==> src/hw/rtl/dedup_then_sort_records_desc_macros.svh <==
// Assertion macros shared by the record dedup and sort block.
`ifndef DEDUP_THEN_SORT_RECORDS_DESC_MACROS_SVH
`define DEDUP_THEN_SORT_RECORDS_DESC_MACROS_SVH

// Same-cycle implication, disabled during reset.
`define DTSR_ASSERT_IMP(label, clk, rst, ante, cons, msg) \
   label: assert property (@(posedge clk) disable iff (rst) (ante) |-> (cons)) \
      else $error(msg);

// Next-cycle implication, disabled during reset.
`define DTSR_ASSERT_NXT(label, clk, rst, ante, cons, msg) \
   label: assert property (@(posedge clk) disable iff (rst) (ante) |=> (cons)) \
      else $error(msg);

`endif

==> src/hw/rtl/dtsr_pkg.sv <==
// Types, constants and name comparison for the record dedup and sort block.
`timescale 1ns / 1ps
`default_nettype none
package dtsr_pkg;

   localparam int DEF_MAX_RECORDS = 16;
   localparam int NAME_BYTES      = 20;

   typedef struct packed {
      logic [30:0] id_number;
      logic [63:0] first_name_w0;
      logic [63:0] first_name_w1;
      logic [31:0] first_name_w2;
      logic [63:0] surname_w0;
      logic [63:0] surname_w1;
      logic [31:0] surname_w2;
      logic [15:0] sort_key;
      logic        final_record;
   } req_type;

   typedef struct packed {
      logic [30:0] out_id_number;
      logic [63:0] out_first_name_w0;
      logic [63:0] out_first_name_w1;
      logic [31:0] out_first_name_w2;
      logic [63:0] out_surname_w0;
      logic [63:0] out_surname_w1;
      logic [31:0] out_surname_w2;
      logic [15:0] out_sort_key;
      logic        overflow_seen;
      logic        last_of_run;
   } rsp_type;

   typedef struct packed {
      logic [30:0]  id;
      logic [159:0] fname;
      logic [159:0] sname;
      logic [15:0]  key;
   } rec_type;

   typedef struct packed {
      logic wr_en;
      logic wr_pivot;
      logic load_new;
      logic load_pivot;
      logic load_out;
      logic out_last;
      logic out_ovf;
   } cmd_type;

   typedef struct packed {
      logic match;
      logic key_gt;
      logic final_rec;
      logic out_free;
   } sts_type;

   // Compare two zero-terminated names; stored name a, new name b.
   function automatic logic name_equal(logic [8*NAME_BYTES-1:0] a,
                                       logic [8*NAME_BYTES-1:0] b);
      logic seen_zero;
      logic same;
      seen_zero = 1'b0;
      same      = 1'b1;
      for (int k = 0; k < NAME_BYTES; k++) begin
         if (!seen_zero && (a[8*k +: 8] != b[8*k +: 8])) begin
            same = 1'b0;
         end
         if (a[8*k +: 8] == 8'h00) begin
            seen_zero = 1'b1;
         end
      end
      return same;
   endfunction

endpackage
`default_nettype wire

==> src/hw/rtl/dtsr_ctrl.sv <==
// Controller: load, dedup scan, exchange sort and emission sequencing.
`timescale 1ns / 1ps
`default_nettype none
`include "dedup_then_sort_records_desc_macros.svh"
module dtsr_ctrl import dtsr_pkg::*; #(
   parameter int MAX_RECORDS = DEF_MAX_RECORDS,
   parameter int IDX_W       = $clog2(MAX_RECORDS),
   parameter int CNT_W       = $clog2(MAX_RECORDS + 1)
) (
   input  wire logic        clock,
   input  wire logic        reset,
   input  wire logic        req_valid,
   output logic             req_stall,
   input  wire sts_type     sts,
   output cmd_type          cmd,
   output logic [IDX_W-1:0] rd_addr,
   output logic [IDX_W-1:0] wr_addr
);

   typedef enum logic [3:0] {
      ST_IDLE,
      ST_SCAN,
      ST_INSERT,
      ST_SORT_LOAD,
      ST_SORT_PIV,
      ST_SORT_SCAN,
      ST_SORT_PUT,
      ST_EMIT_RD,
      ST_EMIT_LD
   } state_type;

   state_type        state_ff, state_in;
   logic [CNT_W-1:0] count_ff, count_in;
   logic             ovf_ff, ovf_in;
   logic [IDX_W-1:0] ia_ff, ia_in;
   logic [CNT_W-1:0] jb_ff, jb_in;
   logic [IDX_W-1:0] cmp_ff, cmp_in;
   state_type        after_load;

   assign after_load = sts.final_rec ? ST_SORT_LOAD : ST_IDLE;

   always_comb begin
      state_in = state_ff;
      count_in = count_ff;
      ovf_in   = ovf_ff;
      ia_in    = ia_ff;
      jb_in    = jb_ff;
      cmp_in   = cmp_ff;
      cmd      = '0;
      rd_addr  = '0;
      wr_addr  = cmp_ff;
      case (state_ff)
         ST_IDLE: begin
            if (req_valid) begin
               cmd.load_new = 1'b1;
               cmp_in       = '0;
               jb_in        = CNT_W'(1);
               state_in     = (count_ff == '0) ? ST_INSERT : ST_SCAN;
            end
         end
         ST_SCAN: begin
            if (sts.match) begin
               cmd.wr_en = 1'b1;
               ia_in     = '0;
               state_in  = after_load;
            end else if (jb_ff < count_ff) begin
               rd_addr = jb_ff[IDX_W-1:0];
               cmp_in  = jb_ff[IDX_W-1:0];
               jb_in   = jb_ff + CNT_W'(1);
            end else begin
               state_in = ST_INSERT;
            end
         end
         ST_INSERT: begin
            if (count_ff < CNT_W'(MAX_RECORDS)) begin
               cmd.wr_en = 1'b1;
               wr_addr   = count_ff[IDX_W-1:0];
               count_in  = count_ff + CNT_W'(1);
            end else begin
               ovf_in = 1'b1;
            end
            ia_in    = '0;
            state_in = after_load;
         end
         ST_SORT_LOAD: begin
            if (count_ff < CNT_W'(2)) begin
               jb_in    = '0;
               state_in = ST_EMIT_RD;
            end else begin
               rd_addr  = ia_ff;
               state_in = ST_SORT_PIV;
            end
         end
         ST_SORT_PIV: begin
            cmd.load_pivot = 1'b1;
            rd_addr        = ia_ff + IDX_W'(1);
            cmp_in         = ia_ff + IDX_W'(1);
            jb_in          = CNT_W'(ia_ff) + CNT_W'(2);
            state_in       = ST_SORT_SCAN;
         end
         ST_SORT_SCAN: begin
            if (sts.key_gt) begin
               cmd.wr_en      = 1'b1;
               cmd.wr_pivot   = 1'b1;
               cmd.load_pivot = 1'b1;
            end
            if (jb_ff < count_ff) begin
               rd_addr = jb_ff[IDX_W-1:0];
               cmp_in  = jb_ff[IDX_W-1:0];
               jb_in   = jb_ff + CNT_W'(1);
            end else begin
               state_in = ST_SORT_PUT;
            end
         end
         ST_SORT_PUT: begin
            cmd.wr_en    = 1'b1;
            cmd.wr_pivot = 1'b1;
            wr_addr      = ia_ff;
            if (CNT_W'(ia_ff) + CNT_W'(2) < count_ff) begin
               ia_in    = ia_ff + IDX_W'(1);
               state_in = ST_SORT_LOAD;
            end else begin
               jb_in    = '0;
               state_in = ST_EMIT_RD;
            end
         end
         ST_EMIT_RD: begin
            rd_addr  = jb_ff[IDX_W-1:0];
            state_in = ST_EMIT_LD;
         end
         ST_EMIT_LD: begin
            rd_addr = jb_ff[IDX_W-1:0];
            if (sts.out_free) begin
               cmd.load_out = 1'b1;
               cmd.out_ovf  = ovf_ff;
               cmd.out_last = (jb_ff + CNT_W'(1)) == count_ff;
               if (cmd.out_last) begin
                  count_in = '0;
                  ovf_in   = 1'b0;
                  state_in = ST_IDLE;
               end else begin
                  jb_in    = jb_ff + CNT_W'(1);
                  state_in = ST_EMIT_RD;
               end
            end
         end
         default: begin
            state_in = ST_IDLE;
         end
      endcase
   end

   always_ff @(posedge clock) begin
      if (reset) begin
         state_ff <= ST_IDLE;
         count_ff <= '0;
         ovf_ff   <= 1'b0;
         ia_ff    <= '0;
         jb_ff    <= '0;
         cmp_ff   <= '0;
      end else begin
         state_ff <= state_in;
         count_ff <= count_in;
         ovf_ff   <= ovf_in;
         ia_ff    <= ia_in;
         jb_ff    <= jb_in;
         cmp_ff   <= cmp_in;
      end
   end

   assign req_stall = (state_ff != ST_IDLE);

   `DTSR_ASSERT_IMP(a_count_bound, clock, reset, 1'b1, count_ff <= CNT_W'(MAX_RECORDS), "record count beyond table size")
   `DTSR_ASSERT_IMP(a_write_in_range, clock, reset, cmd.wr_en, CNT_W'(wr_addr) <= count_ff, "store write beyond filled slots")
   `DTSR_ASSERT_NXT(a_run_end_clears, clock, reset, cmd.load_out && cmd.out_last, count_ff == '0 && !ovf_ff && state_ff == ST_IDLE, "set not cleared after last result")
   `DTSR_ASSERT_IMP(a_out_only_free, clock, reset, cmd.load_out, sts.out_free && state_ff == ST_EMIT_LD, "result loaded while register busy")

endmodule
`default_nettype wire

==> config.mk <==
export PLATFORM = sky130hd
export DESIGN_NAME = dtsr_ctrl
export DESIGN_NICKNAME = d
export VERILOG_FILES = /design/src/hw/rtl/dtsr_pkg.sv /design/src/hw/rtl/dtsr_ctrl.sv
export VERILOG_INCLUDE_DIRS = /design/src /design/src/hw/rtl
export SDC_FILE = /design/constraint.sdc
export NUM_CORES = 1
export LEC_CHECK = 0
export BUFFER_PORTS_ARGS = -buffer_cell sky130_fd_sc_hd__buf_2
export CAP_MARGIN = 20
export CORE_AREA = 8 8 70 72
export CTS_BUF_LIST = sky130_fd_sc_hd__clkbuf_2
export CTS_CLUSTER_DIAMETER = 200
export DETAILED_ROUTE_END_ITERATION = 12
export DIE_AREA = 0 0 78 80
export PLACE_DENSITY_LB_ADDON = 0.25
export SETUP_SLACK_MARGIN = 0.4
export SLEW_MARGIN = 20
export SYNTH_ARGS = -nofsm -noshare
export SYNTH_HDL_FRONTEND = slang
export SYNTH_SLANG_ARGS = --single-unit
==> constraint.sdc <==
create_clock -name clock -period 2.55 [get_ports clock]
set_clock_uncertainty 0.1 [all_clocks]
set_input_delay 0.6375 -clock clock [delete_from_list [all_inputs] [get_ports clock]]
set_output_delay 0.6375 -clock clock [all_outputs]
set_load 0.005 [all_outputs]
==> flow_metrics.tcl <==
set metrics [dict create \
    failed_checks "negative setup slack" \
    final_common_cell "buf_4" \
    fmax_ghz 0.3521 \
    ctsHtreeMaxLevel 1 \
    dieHeight_um 80 \
    numPortBuffers 22 \
    synth_edf_count 0 \
    outcome "complete, but fails checks" \
    ys_seq_area_frac 0.2260 \
    critical_path_class "reg -> out" \
    period_needed_ps 2840 \
    synth_fp_nets 287 \
    grt_pass1_vias 2469 \
    powerDensity_mw_per_mm2 970.3 \
    cts_buffer_depth 2 \
    fin_area_mm2 0.003342 \
    slew_viol_final 0 \
    grt_use_total 0.2422 \
    p_leak_nw 1.317 \
    wl_mm 9.962 \
    place_ws_ps 95.46 \
    postRouteAntennaNets 0 \
    setup_viol 11 \
    synth-seq-cells 23 \
    end_kind "primary output" \
    ios 23 \
    grt_pass1_wl_mm 12.18 \
    hold_depth 2 \
    die_w_um 78 \
    avgSynthCellArea_um2 7.658 \
    drt-initial-drc-count 508 \
    highest_layer "met4" \
    wl_met1_mm 3.552 \
    antennaDiodeCount 0 \
    start_util 0.5282 \
    wl_met2_mm 4.593 \
    gp_congestion 0.9326 \
    num_rows 23 \
    synth_async_sr_flop_share 0 \
    path_max_fanout 4 \
    postCtsHoldBufs 0 \
    vias 2849 \
    reg2reg_depth 13 \
    wl_met3_mm 1.030 \
    cts_buffers 3 \
    mostFrequentLayoutCells "buf_4 (52), nor2_1 (20), nand2_1 (19), buf_2 (19), buf_6 (19)" \
    grt_max_degree 22 \
    overflow 0 \
    viasPerCell 7.123 \
    root_buffer "clkbuf_2" \
    dieArea_mm2 0.006240 \
    finalHoldViolCount 0 \
    first_pass_iters 7 \
    syn_to_final_growth_pct 64.07 \
    netlist_instances 266 \
    clk_latency_ps 390 \
    antenna_found_initial 0 \
    postPlaceCellArea_mm2 0.002384 \
    finalPower_mw 3.243 \
    final_nets 372 \
    ir_drop_uv 412.3 \
    coreArea_mm2 0.003856 \
    setup_ws_ps -289.7 \
    dp_hpwl_mm 4.913 \
    path_clk_slew_ps 270 \
    synth_cell_types 58 \
    cts_tree "built" \
    fin_crit_sh 1.114 \
    synth_flop_cell "dfxtp_1" \
    cp-start-kind "register" \
    worstHoldPathType "reg -> reg" \
    max_slew_margin 0.6481 \
    cp.arrival_ps 2100 \
    cts_sinks 23 \
    drcViolationCount 0 \
    wl_per_cell_um 24.91 \
    required_ps 1810 \
    timing.max_cap.violations 0 \
    ys_warn_count 0 \
    drive_gt1_frac 0.5371 \
    worst_pin_slew_ps 527.9 \
    rsz0062_at_grt "yes" \
    mappedNetlistArea_mm2 0.002037 \
]
## state kept, by name (all words and copies together), names as in the netlist
name / count
ovf_ff: 1
count_ff: 5
cmp_ff: 4
state_ff: 4
ia_ff: 4
jb_ff: 5
## power by group
| part | switching, mW | total, mW | leakage (nW) | internal, mW |
|---|---|---|---|---|
| clock | 0.145 | 0.186 | 0.0166 | 0.0413 |
| sequential | 0.104 | 0.549 | 0.197 | 0.445 |
| combinational | 1.30 | 2.51 | 1.10 | 1.21 |
## critical path, stage by stage, from the launching register on
cell and delay [ps]:
dfxtp_4 440, inv_6 40, ha_4 270, o21ai_4 70, a21oi_4 130, o21ai_2 80
nand2_2 100, nand2_4 70, a221o_1 380, buf_2 140
## Yosys cell counts (5+ instances only)
cell	number	area share
nor2_1	27	0.050
nand2_1	24	0.044
dfxtp_1	23	0.23
a21oi_1	17	0.042
o21ai_0	17	0.042
ha_1	14	0.086
inv_1	14	0.026
a22oi_1	11	0.041
nor3_1	8	0.020
xnor2_1	8	0.034
a211oi_1	7	0.026
clkbuf_1	7	0.013
and3_1	5	0.015
buf_2	5	0.012
o31a_1	5	0.021
## logic make-up after synthesis
family,synth area share
AND/OR/NAND/NOR,0.2537
AO/OA/AOI/OAI,0.3108
buffers and inverters,0.05712
flip-flops,0.2260
adder cells (fa/ha/maj),0.08600
XOR/XNOR,0.05160
multiplexers,0.01474
## timing repair
| item | in CTS | in global routing |
|---|---|---|
| buffers inserted | 31 | 16 |
| cloned | 1 | 1 |
| endpoints found under the setup margin | 30 | 32 |
| gates resized for setup | 62 | 68 |
| pin swaps | 20 | 25 |
## final cells by class
type	count	area, µm²
Multi-Input combinational cell	217	1941
Tap cell	50	62.56
Sequential cell	23	508.0
Inverter	14	71.32
Fill cell	180	514.2
Timing Repair Buffer	92	739.5
Clock buffer	4	20.02
## routing by layer
metal / track usage / up-vias
met3: 0.03491 / 102
met1: 0.2805 / 1310
li1: - / 1161
met4: 0.1389 / 0
met2: 0.4177 / 276
met5: 0 / -
## final timing paths
kind | from | endpoint | slack (ps)
worst min register to register | ovf_ff | ovf_ff | 400
worst max-delay path | count_ff[2] | rd_addr[1] | -290
worst min-delay path | ovf_ff | ovf_ff | 400
worst max register to register | jb_ff[0] | state_ff[0] | -130
## metrics by stage
stage / hold slack, ps / std cells / setup TNS, ps / util
floorplan: 344.8 / 266 / 0 / -
detailed placement: 370.1 / 347 / 0 / 0.6181
global route: 424.1 / 400 / -2624 / 0.8666
CTS: 398.3 / 383 / -779.3 / 0.7482
global placement: 354.6 / 347 / 0 / 0.6181
finish: 401.8 / 400 / -1942 / 0.8666
(Power assumes the default switching activity.)
